--- config.mk ---
export PLATFORM = sky130hd
export DESIGN_NAME = base64_decoder_top
export DESIGN_NICKNAME = d
export VERILOG_FILES = /design/src/rtl/b64d_pkg.sv /design/src/rtl/b64d_front.sv /design/src/rtl/b64d_queue.sv /design/src/rtl/b64d_back.sv /design/src/rtl/base64_decoder_top.sv
export SDC_FILE = /design/constraint.sdc
export NUM_CORES = 1
export LEC_CHECK = 0
export ABC_AREA = 0
export BUFFER_PORTS_ARGS = -buffer_cell sky130_fd_sc_hd__buf_2
export CAP_MARGIN = 40
export CELL_PAD_IN_SITES_DETAIL_PLACEMENT = 1
export CELL_PAD_IN_SITES_GLOBAL_PLACEMENT = 1
export CORE_MARGIN = 5
export CORE_UTILIZATION = 50
export CTS_CLUSTER_DIAMETER = 200
export DETAILED_ROUTE_END_ITERATION = 6
export GPL_TIMING_DRIVEN = 1
export MAX_ROUTING_LAYER = met4
export PLACE_DENSITY = 0.85
export SYNTH_ARGS = -nofsm -noshare
export SYNTH_HDL_FRONTEND = slang
export SYNTH_HIERARCHICAL = 1
export SYNTH_SLANG_ARGS = --single-unit
export TNS_END_PERCENT = 100
--- constraint.sdc ---
create_clock -name clock -period 4.8 [get_ports clock]
set_clock_uncertainty 0.1 [all_clocks]
set_input_delay 0 -clock clock [delete_from_list [all_inputs] [get_ports clock]]
set_output_delay 0 -clock clock [all_outputs]
set_load 0.1 [all_outputs]
--- src/rtl/b64d_pkg.sv ---
// b64d_pkg: shared types, constants and the character decode function
// for the base64 decoder. No dependencies.
package b64d_pkg;

   // Alphabet bounds and the two special symbols
   localparam logic [7:0] UPPER_FIRST = 8'h41;
   localparam logic [7:0] UPPER_LAST  = 8'h5A;
   localparam logic [7:0] LOWER_FIRST = 8'h61;
   localparam logic [7:0] LOWER_LAST  = 8'h7A;
   localparam logic [7:0] DIGIT_FIRST = 8'h30;
   localparam logic [7:0] DIGIT_LAST  = 8'h39;
   localparam logic [7:0] PLUS_CHAR   = 8'h2B;
   localparam logic [7:0] SLASH_CHAR  = 8'h2F;
   localparam logic [7:0] LOWER_BASE  = 8'd26;
   localparam logic [7:0] DIGIT_BASE  = 8'd52;
   localparam logic [5:0] PLUS_VALUE  = 6'd62;
   localparam logic [5:0] SLASH_VALUE = 6'd63;

   typedef struct packed {
      logic       ok;     // 0: '=' or any non-alphabet byte (stop)
      logic [5:0] value;
   } sextet_type;

   // One queued job: up to three bytes of one input item, oldest in [0]
   typedef struct packed {
      logic [2:0][7:0] bytes;
      logic [1:0]      count;   // 0 only for an empty end-of-message result
      logic            msg_end;
   } b64d_job_type;

   function automatic sextet_type sextet_of(input logic [7:0] c);
      sextet_type s;
      s.ok    = 1'b1;
      s.value = '0;
      if (c >= UPPER_FIRST && c <= UPPER_LAST) begin
         s.value = 6'(c - UPPER_FIRST);
      end else if (c >= LOWER_FIRST && c <= LOWER_LAST) begin
         s.value = 6'(c - LOWER_FIRST + LOWER_BASE);
      end else if (c >= DIGIT_FIRST && c <= DIGIT_LAST) begin
         s.value = 6'(c - DIGIT_FIRST + DIGIT_BASE);
      end else if (c == PLUS_CHAR) begin
         s.value = PLUS_VALUE;
      end else if (c == SLASH_CHAR) begin
         s.value = SLASH_VALUE;
      end else begin
         s.ok = 1'b0;
      end
      return s;
   endfunction

endpackage

--- src/rtl/b64d_front.sv ---
// b64d_front: accepts characters, keeps the group state and forms byte jobs.
// Depends on b64d_pkg.
module b64d_front import b64d_pkg::*; (
   input  logic         clock,
   input  logic         reset,
   input  logic         req_push,
   input  logic [7:0]   req_char_in,
   input  logic         req_message_last,
   input  logic         queue_full,
   output logic         req_full,
   output logic         job_push,
   output b64d_job_type job
);

   logic [17:0] held_sextets_ff, held_sextets_in;
   logic [1:0]  held_count_ff, held_count_in;
   logic        stopped_ff, stopped_in;
   logic        accept;
   sextet_type  sx;
   logic [23:0] group;

   assign req_full = queue_full;
   assign accept   = req_push & ~queue_full;
   assign sx       = sextet_of(req_char_in);
   assign group    = {held_sextets_ff, sx.value};

   always_comb begin
      held_sextets_in = held_sextets_ff;
      held_count_in   = held_count_ff;
      stopped_in      = stopped_ff;
      job.bytes       = '0;
      job.count       = 2'd0;
      job.msg_end     = req_message_last;

      if (!stopped_ff) begin
         if (!sx.ok) begin
            stopped_in = 1'b1;
         end else if (held_count_ff == 2'd3) begin
            job.bytes[0]    = group[23:16];
            job.bytes[1]    = group[15:8];
            job.bytes[2]    = group[7:0];
            job.count       = 2'd3;
            held_sextets_in = '0;
            held_count_in   = 2'd0;
         end else begin
            held_sextets_in = {held_sextets_ff[11:0], sx.value};
            held_count_in   = held_count_ff + 2'd1;
         end
      end

      // flush of a partial group; zero padding falls off the low end
      if (req_message_last) begin
         if (held_count_in == 2'd2) begin
            job.bytes[0] = held_sextets_in[11:4];
            job.count    = 2'd1;
         end else if (held_count_in == 2'd3) begin
            job.bytes[0] = held_sextets_in[17:10];
            job.bytes[1] = held_sextets_in[9:2];
            job.count    = 2'd2;
         end
         held_sextets_in = '0;
         held_count_in   = 2'd0;
         stopped_in      = 1'b0;
      end
   end

   // items that give nothing and do not end the message are dropped here
   assign job_push = accept & ((job.count != 2'd0) | req_message_last);

   always_ff @(posedge clock) begin
      if (reset) begin
         held_sextets_ff <= '0;
         held_count_ff   <= 2'd0;
         stopped_ff      <= 1'b0;
      end else if (accept) begin
         held_sextets_ff <= held_sextets_in;
         held_count_ff   <= held_count_in;
         stopped_ff      <= stopped_in;
      end
   end

endmodule

--- src/rtl/b64d_queue.sv ---
// b64d_queue: short register queue of byte jobs between front and back.
// Depends on b64d_pkg.
module b64d_queue import b64d_pkg::*; #(
   parameter int DEPTH = 4
) (
   input  logic         clock,
   input  logic         reset,
   input  logic         push,
   input  b64d_job_type push_job,
   input  logic         pop,
   output logic         full,
   output logic         empty,
   output b64d_job_type head
);

   localparam int PTR_W = (DEPTH > 1) ? $clog2(DEPTH) : 1;
   localparam int CNT_W = $clog2(DEPTH + 1);

   b64d_job_type           slot_ff [DEPTH];
   logic [PTR_W-1:0]       wr_ptr_ff, wr_ptr_in;
   logic [PTR_W-1:0]       rd_ptr_ff, rd_ptr_in;
   logic [CNT_W-1:0]       count_ff, count_in;
   logic                   do_push, do_pop;

   assign full    = (count_ff == CNT_W'(DEPTH));
   assign empty   = (count_ff == '0);
   assign head    = slot_ff[rd_ptr_ff];
   assign do_push = push & ~full;
   assign do_pop  = pop & ~empty;

   always_comb begin
      wr_ptr_in = wr_ptr_ff;
      rd_ptr_in = rd_ptr_ff;
      if (do_push) begin
         wr_ptr_in = (wr_ptr_ff == PTR_W'(DEPTH - 1)) ? '0 : wr_ptr_ff + 1'b1;
      end
      if (do_pop) begin
         rd_ptr_in = (rd_ptr_ff == PTR_W'(DEPTH - 1)) ? '0 : rd_ptr_ff + 1'b1;
      end
      count_in = count_ff + CNT_W'(do_push) - CNT_W'(do_pop);
   end

   always_ff @(posedge clock) begin
      if (reset) begin
         wr_ptr_ff <= '0;
         rd_ptr_ff <= '0;
         count_ff  <= '0;
      end else begin
         wr_ptr_ff <= wr_ptr_in;
         rd_ptr_ff <= rd_ptr_in;
         count_ff  <= count_in;
      end
   end

   always_ff @(posedge clock) begin
      if (do_push) begin
         slot_ff[wr_ptr_ff] <= push_job;
      end
   end

endmodule

--- src/rtl/b64d_back.sv ---
// b64d_back: splits queued jobs into results in the output register, one per cycle
// while results are popped. Depends on b64d_pkg.
module b64d_back import b64d_pkg::*; (
   input  logic         clock,
   input  logic         reset,
   input  logic         head_valid,
   input  b64d_job_type head,
   output logic         head_done,
   input  logic         rsp_pop,
   output logic         rsp_empty,
   output logic [7:0]   rsp_byte_out,
   output logic         rsp_byte_valid,
   output logic         rsp_run_last,
   output logic         rsp_message_end
);

   logic [1:0] idx_ff, idx_in;
   logic       out_valid_ff, out_valid_in;
   logic [7:0] byte_ff;
   logic       byte_valid_ff, run_last_ff, msg_end_ff;
   logic       load, run_last;
   logic [7:0] sel_byte;

   assign load     = head_valid & (~out_valid_ff | rsp_pop);
   assign run_last = (head.count == 2'd0) || (idx_ff == head.count - 2'd1);
   assign sel_byte = (head.count == 2'd0) ? 8'd0 : head.bytes[idx_ff];
   assign head_done = load & run_last;

   always_comb begin
      idx_in = idx_ff;
      if (load) begin
         idx_in = run_last ? 2'd0 : idx_ff + 2'd1;
      end
      out_valid_in = out_valid_ff;
      if (load) begin
         out_valid_in = 1'b1;
      end else if (rsp_pop) begin
         out_valid_in = 1'b0;
      end
   end

   always_ff @(posedge clock) begin
      if (reset) begin
         idx_ff       <= 2'd0;
         out_valid_ff <= 1'b0;
      end else begin
         idx_ff       <= idx_in;
         out_valid_ff <= out_valid_in;
      end
   end

   always_ff @(posedge clock) begin
      if (load) begin
         byte_ff       <= sel_byte;
         byte_valid_ff <= (head.count != 2'd0);
         run_last_ff   <= run_last;
         msg_end_ff    <= head.msg_end & run_last;
      end
   end

   assign rsp_empty       = ~out_valid_ff;
   assign rsp_byte_out    = byte_ff;
   assign rsp_byte_valid  = byte_valid_ff;
   assign rsp_run_last    = run_last_ff;
   assign rsp_message_end = msg_end_ff;

endmodule

--- src/rtl/base64_decoder_top.sv ---
// base64_decoder_top: streaming base64 decoder, one character per item.
// Depends on b64d_pkg, b64d_front, b64d_queue, b64d_back.
//
//   channel   ports                                       direction  per item
//   req       req_push/req_full, req_char_in,             in         one character
//             req_message_last
//   rsp       rsp_pop/rsp_empty, rsp_byte_out,            out        one byte or an
//             rsp_byte_valid, rsp_run_last,                          empty end mark
//             rsp_message_end
//
// One character is taken per clock while the job queue has room; the decode
// and the group state update happen in the cycle of acceptance.
// Results leave at one per clock from the output register while rsp_pop takes
// them, so a full group (three bytes) holds the back end for three results;
// the job queue absorbs that and input stalls (req_full) only when QUEUE_DEPTH
// jobs are waiting. A character's job is written to the queue when it is
// accepted; the output register loads its first result once free or popped.
// Synchronous active-high reset clears the group state, queue and output valid.
module base64_decoder_top import b64d_pkg::*; #(
   parameter int QUEUE_DEPTH = 4
) (
   input  logic       clock,
   input  logic       reset,
   input  logic       req_push,
   output logic       req_full,
   input  logic [7:0] req_char_in,
   input  logic       req_message_last,
   input  logic       rsp_pop,
   output logic       rsp_empty,
   output logic [7:0] rsp_byte_out,
   output logic       rsp_byte_valid,
   output logic       rsp_run_last,
   output logic       rsp_message_end
);

   logic         queue_full;
   logic         queue_empty;
   logic         job_push;
   logic         head_done;
   b64d_job_type job;
   b64d_job_type head;

   // Front: character decode, held sextets, stop flag, flush on the last item
   b64d_front u_front (
      .clock            (clock),
      .reset            (reset),
      .req_push         (req_push),
      .req_char_in      (req_char_in),
      .req_message_last (req_message_last),
      .queue_full       (queue_full),
      .req_full         (req_full),
      .job_push         (job_push),
      .job              (job)
   );

   // Job queue: decouples a three-byte group from the next character
   b64d_queue #(
      .DEPTH (QUEUE_DEPTH)
   ) u_queue (
      .clock    (clock),
      .reset    (reset),
      .push     (job_push),
      .push_job (job),
      .pop      (head_done),
      .full     (queue_full),
      .empty    (queue_empty),
      .head     (head)
   );

   // Back: one result per cycle while results are popped, output register acts as the skid stage
   b64d_back u_back (
      .clock           (clock),
      .reset           (reset),
      .head_valid      (~queue_empty),
      .head            (head),
      .head_done       (head_done),
      .rsp_pop         (rsp_pop),
      .rsp_empty       (rsp_empty),
      .rsp_byte_out    (rsp_byte_out),
      .rsp_byte_valid  (rsp_byte_valid),
      .rsp_run_last    (rsp_run_last),
      .rsp_message_end (rsp_message_end)
   );

endmodule

==> After elaboration in Yosys (flattened, before gate mapping) <==
Memories as Yosys holds them, arrays and structs flattened. A register that Yosys moved wholly into a read port is not among the register bits.
Index checks and enable logic that the tools add are counted.
W data, S select, Z words.
{ "word_totals": {"register_bits": 42, "ramBits": 108, "inputBits": 13, "word_cells": 105, "memories": 1} }
{ "memory_table": {"columns": ["name", "depth", "width", "read_ports", "rd_clocked_by_memory_dff", "write_ports", "line_no", "rtl"], "rows": [
  ["u_queue.slot_ff", 4, 27, 1, 1, 1, "b64d_queue.sv:19", "b64d_job_type slot_ff [DEPTH];"]
]} }
{ "classes": {"addsub": 12, "order_cmp": 7, "eq_ne": 10, "mux": 39, "n_bitwise": 12, "n_reduce_logical": 11} }
{ "ops": {"columns": ["op", "count"], "rows": [
  ["$mux W18", 6],
  ["$mux W26", 3],
  ["$mux W6", 5],
  ["$mux W2", 9],
  ["$bmux W8 S2", 1],
  ["$eq A8 B6 Y1 const B", 2],
  ["$ge A8 B7 Y1 const B", 2],
  ["$le A8 B7 Y1 const B", 2],
  ["$mux W8", 2],
  ["$mux W1", 12],
  ["$sub A6 B6 Y6 const B", 2],
  ["$eq A2 B2 Y1 const B", 5],
  ["$mux W10", 1],
  ["$add A2 B1 Y2 const B", 4],
  ["$ge A8 B6 Y1 const B", 1],
  ["$le A8 B6 Y1 const B", 1],
  ["$reduce_bool A2 Y1", 4],
  ["$and A1 B1 Y1", 7],
  ["$add A6 B5 Y6 const B", 1],
  ["$add A6 B6 Y6 const B", 1],
  ["$sub A6 B1 Y6 const B", 1],
  ["$add A3 B1 Y3", 1],
  ["$eq A3 B3 Y1 const B", 1],
  ["$logic_and A1 B1 Y1", 3],
  ["11 further kinds", 14]
]} }

==> Longest topological paths before layout <==
Gate-level depths: netlist of the first run.
{ "depth": {"depth_word": 18, "depth_mapped": 17, "ltp_nobuf": 16} }

==> Modules after synthesis <==
The synthesis of the first run kept the hierarchy.
{ "by_module_without_submodules": {"columns": ["mod", "instances", "cells_per_inst", "area_each_um2", "seq_area_each_um2"], "rows": [
  ["b64d_queue", 1, 191, 4383.0, 3423.3],
  ["b64d_front", 1, 234, 1854.3, 420.4],
  ["b64d_back", 1, 75, 752.0, 390.4],
  ["base64_decoder_top", 1, 1, 3.8, 0.0]
]} }

==> Worst setup path before layout of the first run <==
OpenSTA, ideal clock, no wires.
{ "synth_path": {"path_kind": "register to register", "from": "reg (tool-made name)", "to": "reg u_queue.count_ff[2]", "setup_ns": 0.115, "arrival_ns": 3.361, "setup_slack_ns": 1.225, "path_stages_with_launch": 18, "synth_period_minus_slack_ns": 3.575, "cell_sequence": "dfxtp_1 -> buf_2 -> buf_6 -> mux4_2 -> inv_1 -> ha_1 -> xor2_2 -> a21oi_4 -> nor2_1 -> o31ai_1 -> inv_1 -> ha_1 -> inv_1 -> ha_1 -> fa_1 -> xnor2_1 -> xnor2_1 -> nor2_1"} }
{ "synth_rtl": {"columns": ["item", "line_no", "rtl"], "rows": [
  ["to (signal assigned)", "b64d_queue.sv:51", "count_ff <= count_in;"],
  ["to (decl)", "b64d_queue.sv:22", "logic [CNT_W-1:0] count_ff, count_in;"]
]} }

==> Worst setup path in the final report of the first run <==
{ "layout_path": {"from": "in req_char_in[2]", "to": "reg u_queue.count_ff[2]"} }
{ "layout_between": {"elab_chain_len": 18, "word_cells_on_any_way": 31, "cone_classes": "2 x add/sub; 6 x order compare; 4 x eq/ne; 12 x mux; 3 x bitwise; 4 x reduce/logical"} }
{ "layout_lines": {"columns": ["item", "line_no", "rtl"], "rows": [
  ["from (decl)", "base64_decoder_top.sv:26", "input logic [7:0] req_char_in,"],
  ["parallel branches: the longest is 5 deep, another holds $ge A8 B6 Y1", null, null],
  ["$mux W1 *", "b64d_pkg.sv:35", "if (c >= UPPER_FIRST && c <= UPPER_LAST) begin"],
  ["$mux W2", "b64d_front.sv:36", "if (!sx.ok) begin"],
  ["$mux W2", "b64d_front.sv:35", "if (!stopped_ff) begin"],
  ["$eq A2 B2 Y1", "b64d_front.sv:56", "end else if (held_count_in == 2'd3) begin"],
  ["$mux W18", "b64d_front.sv:56", null],
  ["$mux W10", "b64d_front.sv:53", "if (held_count_in == 2'd2) begin"],
  ["$mux W18 *", "b64d_front.sv:52", "if (req_message_last) begin"],
  ["$reduce_bool A2 Y1 *", "b64d_front.sv:68", "assign job_push = accept & ((job.count != 2'd0) | req_message_last);"],
  ["$or A1 B1 Y1 *", "b64d_front.sv:68", null],
  ["$and A1 B1 Y1 *", "b64d_front.sv:68", null],
  ["via job_push", "base64_decoder_top.sv:38", "logic job_push;"],
  ["$and A1 B1 Y1 *", "b64d_queue.sv:28", "assign do_push = push & ~full;"],
  ["$add A3 B1 Y3 *", "b64d_queue.sv:40", "count_in = count_ff + CNT_W'(do_push) - CNT_W'(do_pop);"],
  ["$sub A3 B1 Y3 *", "b64d_queue.sv:40", null]
]} }
Mark *: on every way through the listed nets, which the timed path passes.
A chain may end at the register's enable or synchronous reset.

==> run_results.csv, run 1 <==
group,metric,value,unit
floorplan,die_h,128,µm
place,port-buffer-count,25,
cells_and_area,multi_input_area,0.00249,mm²
timing,rsz0062_at_grt,"no",
timing,worst_pin_slew,0.827,ns
global_routing,grt.overflow.total,0,
routing,first_pass_iters,5,
cells_and_area,stdcell_area,0.00775,mm²
synth,synth_area_leader_cell,"edfxtp_1",
timing,setup_viol,0,
clock_network,clk_latency,0.42,ns
routing,totalWireLength,17.2,mm
synth,yosys_warnings,6,
cells_and_area,drive_gt1_share,19.2,%
routing,vias,4452,
floorplan,die_w,128,µm
floorplan,coreArea,0.0138,mm²
floorplan,die_area,0.0165,mm²
pwr,p_leak,0.00268,µW
clock_network,cts_buffers,17,
setup_path,r2r_cells,15,
clock_network,cts_tree,"done",
global_routing,grtUsageTotal,23.0,%
pwr,comb_power_share,26.5,%
clock_network,htreeDepth,4,
synth,post-synth-top-count-cell,"edfxtp_1",
synth,synth_top_area_share,51.1,%
timing,fmax,239,MHz
setup_path,worstSetupEndpointType,"flip-flop",
routing,wire_per_inst,23.8,µm
setup_path,cpPeakStageDelay,0.52,ns
timing,report.final.slew_viol_count,0,
cells_and_area,stdcell_count,721,
pwr,total_power,3770,µW
run_status,status,"complete, no violations",
setup_path,crit_slowest_cell,"dlygate4sd3_1",
global_routing,grt_pass1_wl,27.2,mm
cells_and_area,num_antenna_cells,0,
routing,ant_nets,0,
routing,drt_iter0_markers,312,
synth,synth_edf_count,119,
global_routing,first_global_vias,4706,
floorplan,row_count,43,
setup_path,critPathMaxFanout,10,
pwr,power.switching,1320,µW
job,drv_cap,0,
timing,slew_headroom,44.8,%
timing,finalSetupTns,0,ns
clock_network,clk_pin_slew_worst_paths,0.06,ns
routing,vias_per_cell,6.17,
setup_path,crit_required,4.99,ns
setup_path,crit_path_start_kind,"primary input",
routing,route.detailed.drc,0,
synth,synthFlopType,"edfxtp_1",
synth,syn_inst,501,
clock_network,root_buffer,"clkbuf_16",
timing,final-hold-violation-count,0,
cells_and_area,nNetsFinal,561,
pwr,swShare,35.0,%
synth,synth_area_leaders,"edfxtp_1 (51%), dfxtp_1 (9.4%), mux4_2 (8.7%)",
place,routabilityCongestion,0.821,
floorplan,initial_core_util,50.8,%
timing,fin_crit_sh,87.1,%
place,placed_cell_area,0.00720,mm²
clock_network,clockBufferDepth,2,
synth,synth_cell_types,68,
min_path,hold_depth,4,
min_path,min_path_type,"primary input to flip-flop",
place,place_inst,685,
synth,ys_async_sr_fraction,0,%
global_routing,grt_max_degree,34,
synth,seq_area_frac_synth,60.5,%
synth,syn_avg_cell_area,14.0,µm²
clock_network,clock-sinks,152,
timing,fin_crit,4.18,ns
pwr,pwr-share-seq,43.2,%
cells_and_area,fillers,1357,
setup_path,cp_cell_sequence,"dlygate4sd3_1 -> buf_2 -> inv_1 -> ha_1 -> a21o_1 -> a31o_2 -> a21oi_1 -> o311ai_4 -> a21oi_1 -> and2_4 -> inv_1 -> ha_1 -> inv_1 -> ha_1 -> fa_1 -> xnor2_1 -> xnor2_1 -> nor2_1",
synth,ys_seq_elements,152,
clock_network,postCtsSetupRepairBufs,0,
pwr,vdd_drop_max,0.250,mV
synth,synth_area,0.00699,mm²
place,dpl.hpwl,11.4,mm
pwr,power.density,487,mW/mm²
pwr,p_int,2450,µW
timing,worst_slack,0.620,ns
synth,netlist_top_cells_count,"edfxtp_1 (119), nor2_1 (49), dfxtp_1 (33)",
cells_and_area,ff_latch_area,0.00424,mm²
global_routing,antenna_found_initial,0,
setup_path,worstSetupPathType,"primary input to flip-flop",
cells_and_area,area_growth,10.8,%
setup_path,worstPathArrival,4.37,ns
pwr,p_clk_share,30.3,%
synth,syn_nets,533,
floorplan,pin_count,26,
place,dpl_worst_slack,0.725,ns
-- cell usage in the layout (no fill, tap or decap), types with 10 or more instances in the layout --
cell type / Yosys / routed
nor2_1: 49 / 49
mux2i_1: 11 / 11
clkbuf_16: 0 / 17
nand2b_1: 10 / 10
dfxtp_1: 33 / 32
nand2_1: 20 / 20
edfxtp_1: 119 / 119
a21oi_1: 24 / 24
inv_1: 29 / 29
a22oi_1: 18 / 18
mux4_2: 27 / 27
buf_2: 7 / 25
ha_1: 18 / 18
-- kinds of logic after synthesis --
logic type | Yosys count | share of synthesized area [%]
adders and majority gates | 19 | 3.51
DFF | 152 | 60.5
muxes | 39 | 10.5
and+or+nand+nor | 128 | 9.48
AOI/OAI and AO/OA | 107 | 11.6
xor gates and xnor gates | 4 | 0.608
buffers and inverters | 52 | 3.83
-- per-layer routing --
metal  GRT usage, %  vias to the layer above  part of all wire [%]  routed length, µm
met5              -                        -                     0                  0
met4           9.86                        0                   2.8                484
met1           26.8                     2308                    40               6890
met2           39.3                      139                    53               9080
li1               -                     1964                     -                  -
met3           3.79                       41                   4.1                710
-- sequential cells by signal (all words and copies together) (netlist names), named ones only --
name / flops
u_queue/wr_ptr_ff: 2
u_queue/rd_ptr_ff: 2
u_front/held_sextets_ff: 18
u_front/stopped_ff: 1
u_back/rsp_message_end: 1
u_back/rsp_byte_out: 8
u_queue/count_ff: 3
u_back/rsp_byte_valid: 1
u_back/rsp_run_last: 1
u_front/held_count_ff: 2
u_queue/slot_ff: 108
u_back/idx_ff: 2
u_back/out_valid_ff: 1
-- what timing repair did --
action	in CTS	in global routing
hold endpoints to repair	19	0
gates resized for setup	0	0
hold buffers	5	0
-- stage by stage --
| step | hold slack (ns) | utilization (%) |
|---|---|---|
| floorplan | -0.0309 | - |
| global placement | 0.194 | 52.3 |
| detailed placement | 0.251 | 52.3 |
| CTS | 0.0450 | 56.3 |
| global route | 0.106 | 56.3 |
| finish | 0.0561 | 56.3 |
-- power by group through the flow --
stage                     combinational (µW)  clock, µW  sequential (µW)
after floorplan                          492          0             1970
after detailed placement                 996          0             1660
after global placement                   960          0             1640
final                                   1000       1140             1630
after CTS                               1010       1160             1630
after global routing                    1060       1230             1640
-- final timing paths --
check / from / end / slack (ns)
max: req_char_in[2] / u_queue/count_ff[2] / 0.62
min reg2reg: u_queue/rd_ptr_ff[0] / flip-flop / 0.41
min: req_char_in[3] / u_front/held_sextets_ff[3] / 0.06
max reg2reg: flip-flop / u_queue/count_ff[2] / 1.16
-- worst max-delay path: cells and delay by family --
| family | cells | cell delay, ns |
|---|---|---|
| adder cells (fa/ha/maj) | 4 | 1.12 |
| buffers and inverters | 5 | 0.88 |
| AO/OA/AOI/OAI | 5 | 1.71 |
| AND/OR/NAND/NOR | 2 | 0.31 |
| XOR/XNOR | 2 | 0.34 |
-- area by class of cell --
class	count	area share (%)
well taps	180	2.91
repair buffers	32	2.45
flip-flops and latches	152	54.7
clock inverters	11	0.775
inverters	29	1.41
multi-input cells	297	32.2
clock buffers	20	5.64
No activity file was read; power rests on OpenSTA's default activity.
==> run 2, diff against run 1 <==
--- a/config.mk
+++ b/config.mk
@@ -14,6 +14,7 @@
 export CORE_UTILIZATION = 50
 export CTS_CLUSTER_DIAMETER = 200
 export DETAILED_ROUTE_END_ITERATION = 6
+export GPL_ROUTABILITY_DRIVEN = 0
 export GPL_TIMING_DRIVEN = 1
 export MAX_ROUTING_LAYER = met4
 export PLACE_DENSITY = 0.85
==> constraint.sdc (replaced) <==
create_clock -name clock -period 4.65 [get_ports clock]
set_clock_uncertainty 0.1 [all_clocks]
set_input_delay 0.2325 -clock clock [delete_from_list [all_inputs] [get_ports clock]]
set_output_delay 0.2325 -clock clock [all_outputs]
set_load 0.1 [all_outputs]
==> run 2 against run 1 <==
Compared with the run above:
- power grew 9.3%
- setup slack gained 0.14 ns
- via count shrank 1.7%
- clock-buffer cell count grew 1
- critical endpoint unchanged
- register-to-register slack lost 0.40 ns
- combinational power is essentially flat
- die area is the same
- first-iteration DRC count grew 25%
- final area grew 0.97%
- sequential power grew 3%
- flip-flop and latch count is the same
- wire length shrank 1.7%
==> run_results.csv, run 2 (synthesized netlist as in run 1, its figures left out) <==
group,metric,value,unit
pwr,swShare,32.9,%
cells_and_area,area_growth,11.9,%
setup_path,r2r_slack,0.76,ns
timing,slew_headroom,45.8,%
pwr,p_leak,0.00273,µW
pwr,total_power,4120,µW
cells_and_area,final_common_cell,"edfxtp_1",
floorplan,die_w,128,µm
timing,fin_crit,3.89,ns
global_routing,grt_pass1_wl,27.1,mm
pwr,vdd_drop_max,0.268,mV
routing,first_pass_iters,5,
cells_and_area,top_register,"u_queue/slot_ff",
timing,worst_pin_slew,0.812,ns
timing,finalSetupTns,0,ns
routing,wire_per_inst,23.5,µm
cells_and_area,largest_register_ffs,108,
setup_path,worstSetupEndpointType,"flip-flop",
run_status,status,"complete, no violations",
cells_and_area,stdcell_count,719,
global_routing,first_global_vias,4696,
setup_path,worstPathArrival,4.08,ns
global_routing,grt.overflow.total,0,
timing,rsz0062_at_grt,"no",
setup_path,crit_path_start_kind,"flip-flop",
floorplan,pin_count,26,
cells_and_area,final_cell_mix,"edfxtp_1 (119), nor2_1 (49), dfxtp_1 (32)",
routing,vias_per_cell,6.08,
cells_and_area,fillers,1376,
pwr,power.density,527,mW/mm²
clock_network,clk_latency,0.42,ns
floorplan,die_h,128,µm
clock_network,htreeDepth,4,
clock_network,clk_pin_slew_worst_paths,0.06,ns
routing,vias,4375,
floorplan,die_area,0.0165,mm²
global_routing,grtUsageTotal,22.7,%
floorplan,coreArea,0.0138,mm²
pwr,power.switching,1360,µW
routing,route.detailed.drc,0,
place,port-buffer-count,25,
floorplan,initial_core_util,50.8,%
timing,fin_crit_sh,83.7,%
clock_network,clockBufferDepth,2,
clock_network,clock-sinks,152,
global_routing,grt_max_degree,34,
setup_path,worstSetupPathType,"flip-flop to flip-flop",
timing,setup_viol,0,
timing,report.final.slew_viol_count,0,
setup_path,critPathMaxFanout,10,
timing,fmax,257,MHz
pwr,pwr-share-seq,40.8,%
setup_path,crit_required,4.83,ns
clock_network,root_buffer,"clkbuf_16",
pwr,comb_power_share,24.8,%
timing,final-hold-violation-count,0,
place,place_inst,686,
routing,totalWireLength,16.9,mm
floorplan,row_count,43,
clock_network,cts_buffers,17,
cells_and_area,nNetsFinal,558,
cells_and_area,num_antenna_cells,0,
pwr,p_clk_share,34.3,%
routing,drt_iter0_markers,390,
job,drv_cap,0,
clock_network,cts_tree,"done",
global_routing,antenna_found_initial,0,
place,placed_cell_area,0.00721,mm²
routing,ant_nets,0,
clock_network,postCtsSetupRepairBufs,0,
cells_and_area,stdcell_area,0.00782,mm²
pwr,p_int,2770,µW
cells_and_area,drive_gt1_share,20.0,%
min_path,min_path_type,"primary input to flip-flop",
place,dpl.hpwl,11.1,mm
run 2: area by class of cell:
class                           count  area (µm²)  area share (%)
Clock buffer                       21         450            5.76
Clock inverter                     11         154            1.97
Inverter                           29         109            1.39
Multi-Input combinational cell    297        2490            31.8
Sequential cell                   152        4240            54.1
Tap cell                          180         225            2.88
Timing Repair Buffer               29         158            2.02
run 2: power by group through the flow:
| stage | Combinational, µW | Sequential [µW] | Clock (µW) |
|---|---|---|---|
| after floorplan | 508 | 2030 | 0 |
| after global routing | 1090 | 1700 | 1500 |
| final | 1020 | 1680 | 1420 |
| after CTS | 1030 | 1690 | 1430 |
| after detailed placement | 1020 | 1710 | 0 |
| after global placement | 981 | 1700 | 0 |
run 2: worst paths after layout:
| path | to | from | depth (start not counted) |
|---|---|---|---|
| worst max-delay path | u_queue/count_ff[2] | flip-flop | 15 |
| worst min-delay path | u_queue/slot_ff[3][0] | req_message_last | 1 |
| worst max register to register | u_queue/count_ff[2] | flip-flop | 15 |
| worst min register to register | u_back/out_valid_ff | u_back/out_valid_ff | 2 |
run 2: routing by layer:
layer,vias to the layer above,wire [µm],track usage (%)
li1,1967,-,-
met1,2244,6920,27.8
met2,139,8860,38.1
met3,25,762,4.17
met4,0,314,7.49
met5,-,0,-
run 2: per-stage QoR:
step | hold slack [ns] | utilization (%) | worst slack [ns]
floorplan | 0.202 | - | 1.07
global placement | 0.373 | 52.3 | 0.782
detailed placement | 0.401 | 52.3 | 0.485
CTS | 0.0490 | 56.8 | 0.735
global route | 0.0648 | 56.8 | 0.512
finish | 0.0806 | 56.8 | 0.759
run 2: worst max-delay path, cell delays in order (launching register included):
cell     delay [ns]
dfxtp_2        0.53
mux4_2         0.61
inv_1          0.10
ha_1           0.28
xor2_2         0.19
a21oi_4        0.24
nor2_1         0.10
o31ai_1        0.19
inv_1          0.11
ha_1           0.30
inv_1          0.04
ha_1           0.18
fa_1           0.38
xnor2_1        0.19
xnor2_1        0.14
nor2_1         0.05
run 2: what timing repair did:
| action | in CTS | in global routing |
|---|---|---|
| endpoints found under the hold margin | 1 | 0 |
| gates resized for setup | 0 | 0 |
| hold buffers | 1 | 0 |
| setup endpoints to repair | 0 | 0 |
==> run 3, diff against run 2 <==
--- a/config.mk
+++ b/config.mk
@@ -11,13 +11,13 @@
 export CELL_PAD_IN_SITES_DETAIL_PLACEMENT = 1
 export CELL_PAD_IN_SITES_GLOBAL_PLACEMENT = 1
 export CORE_MARGIN = 5
-export CORE_UTILIZATION = 50
+export CORE_UTILIZATION = 47
 export CTS_CLUSTER_DIAMETER = 200
 export DETAILED_ROUTE_END_ITERATION = 6
 export GPL_ROUTABILITY_DRIVEN = 0
 export GPL_TIMING_DRIVEN = 1
 export MAX_ROUTING_LAYER = met4
-export PLACE_DENSITY = 0.85
+export PLACE_DENSITY = 0.84
 export SYNTH_ARGS = -nofsm -noshare
 export SYNTH_HDL_FRONTEND = slang
 export SYNTH_HIERARCHICAL = 1
==> constraint.sdc (replaced) <==
create_clock -name clock -period 3.26 [get_ports clock]
set_clock_uncertainty 0.1 [all_clocks]
set_input_delay 0.163 -clock clock [delete_from_list [all_inputs] [get_ports clock]]
set_output_delay 0.163 -clock clock [all_outputs]
set_load 0.1 [all_outputs]
==> run 3 against run 2 <==
Compared with the run above:
- worst hold slack got worse by 0.052 ns
- largest cell class unchanged
- highest routed layer unchanged
- wire length increased by 2.8%
- cell count increased by 5.8%
- sequential share of layout area decreased by 2.1 points
- critical path type unchanged
- critical endpoint unchanged
==> run_results.csv, run 3 (synthesized netlist as in run 1, its figures left out) <==
group,metric,value,unit
run_status,status,"complete, no violations",
routing,route.detailed.drc,0,
global_routing,grt_max_degree,34,
timing,slew_headroom,43.4,%
cells_and_area,drive_gt1_share,27.7,%
pwr,comb_power_share,27.9,%
cells_and_area,final_common_cell,"edfxtp_1",
timing,worst_pin_slew,0.849,ns
setup_path,r2r_start,"u_queue/slot_ff[2][1]",
routing,wire_per_inst,22.8,µm
cells_and_area,stdcell_area,0.00815,mm²
clock_network,cts_tree,"done",
cells_and_area,stdcell_count,761,
timing,fin_crit,3.17,ns
routing,vias_per_cell,5.95,
pwr,power.switching,2010,µW
floorplan,pin_count,26,
clock_network,clk_pin_slew_worst_paths,0.06,ns
floorplan,die_w,132,µm
routing,vias,4525,
setup_path,worstSetupStartpoint,"u_queue/slot_ff[2][1]",
global_routing,grt_pass1_wl,27.6,mm
global_routing,grtUsageTotal,21.2,%
setup_path,worstSetupEndpointType,"flip-flop",
timing,rsz0062_at_grt,"yes",
pwr,pwr-share-seq,41.3,%
global_routing,first_global_vias,4872,
clock_network,clk_latency,0.42,ns
pwr,total_power,5810,µW
cells_and_area,num_antenna_cells,0,
clock_network,htreeDepth,4,
global_routing,antenna_found_initial,0,
floorplan,die_h,132,µm
setup_path,crit_required,3.44,ns
cells_and_area,area_growth,16.5,%
routing,drt_iter0_markers,360,
pwr,vdd_drop_max,0.450,mV
floorplan,die_area,0.0174,mm²
global_routing,grt.overflow.total,0,
timing,fmax,315,MHz
setup_path,worstPathArrival,3.36,ns
cells_and_area,nNetsFinal,596,
timing,report.final.slew_viol_count,0,
min_path,min_path_type,"primary input to flip-flop",
setup_path,critPathMaxFanout,2,
job,drv_cap,0,
cells_and_area,fillers,1419,
place,placed_cell_area,0.00752,mm²
pwr,p_clk_share,30.9,%
routing,first_pass_iters,5,
place,place_inst,725,
floorplan,initial_core_util,47.9,%
cells_and_area,largest_register_ffs,108,
pwr,power.density,713,mW/mm²
pwr,p_int,3800,µW
setup_path,worstSetupPathType,"flip-flop to flip-flop",
pwr,p_leak,0.00286,µW
cells_and_area,final_cell_mix,"edfxtp_1 (119), nor2_1 (48), buf_4 (40)",
cells_and_area,top_register,"u_queue/slot_ff",
clock_network,root_buffer,"clkbuf_16",
pwr,swShare,34.6,%
clock_network,clockBufferDepth,2,
routing,totalWireLength,17.3,mm
timing,fin_crit_sh,97.3,%
routing,ant_nets,0,
setup_path,crit_path_start_kind,"flip-flop",
timing,final-hold-violation-count,0,
clock_network,clock-sinks,152,
timing,setup_viol,0,
clock_network,cts_buffers,17,
min_path,hold_start,"req_message_last",
floorplan,row_count,44,
timing,finalSetupTns,0,ns
floorplan,coreArea,0.0146,mm²
place,port-buffer-count,25,
place,dpl.hpwl,11.7,mm
[run 3: cell type report]
class                   instances  area, µm²  share of cell area (%)
clock buffers                  19        433                    5.31
clock inverters                13        108                    1.32
inverters                      29        109                    1.34
multi-input cells             297       2570                    31.6
flip-flops and latches        152       4240                    52.0
well taps                     184        230                    2.83
repair buffers                 67        455                    5.59
[run 3: path summary, 6_finish.rpt]
check                          end  slack, ns  cells past startpoint
min          u_queue/slot_ff[2][0]       0.03                      1
max reg2reg    u_queue/count_ff[2]       0.09                     15
min reg2reg              flip-flop       0.41                      2
max            u_queue/count_ff[2]       0.09                     15
[run 3: critical path, cell delays in order, from the launching register on]
cell,delay [ns]
edfxtp_1,0.41
mux4_2,0.51
inv_2,0.09
ha_4,0.22
xor2_4,0.16
a21oi_4,0.16
nor2_4,0.06
o31ai_4,0.07
inv_2,0.08
ha_4,0.27
inv_2,0.04
ha_4,0.15
fa_2,0.37
xnor2_2,0.14
xnor2_1,0.16
nor2_1,0.06
[run 3: power by group through the flow]
stage | clock network [µW] | logic (µW) | registers, µW
after detailed placement | 0 | 1560 | 2430
after global routing | 1910 | 1720 | 2420
after floorplan | 0 | 761 | 2900
after global placement | 0 | 1510 | 2410
after CTS | 1820 | 1590 | 2390
final | 1790 | 1620 | 2400
[run 3: timing repair]
action                     4_1_cts  5_1_grt
resized for setup                3        7
setup endpoints to repair        2        1
pin swaps                        2        7
buffers inserted                 1        2
hold buffers                     1        0
hold endpoints to repair         1        0
[run 3: through the flow]
step	utilization [%]	setup WS [ns]	hold WS, ns
2_1_floorplan	-	-0.101	0.132
3_3_place_gp	51.6	-0.0607	0.364
3_5_place_dp	51.6	-0.175	0.379
4_1_cts	55.4	0.0101	0.00185
5_1_grt	55.8	-0.0422	0.00526
6_report	55.8	0.0876	0.0291
[run 3: layer usage]
metal | wire (µm) | vias up | track usage (%)
li1 | - | 2036 | -
met1 | 7120 | 2333 | 25.5
met2 | 9110 | 123 | 35.6
met3 | 678 | 33 | 4.50
met4 | 422 | 0 | 7.09
met5 | 0 | - | -
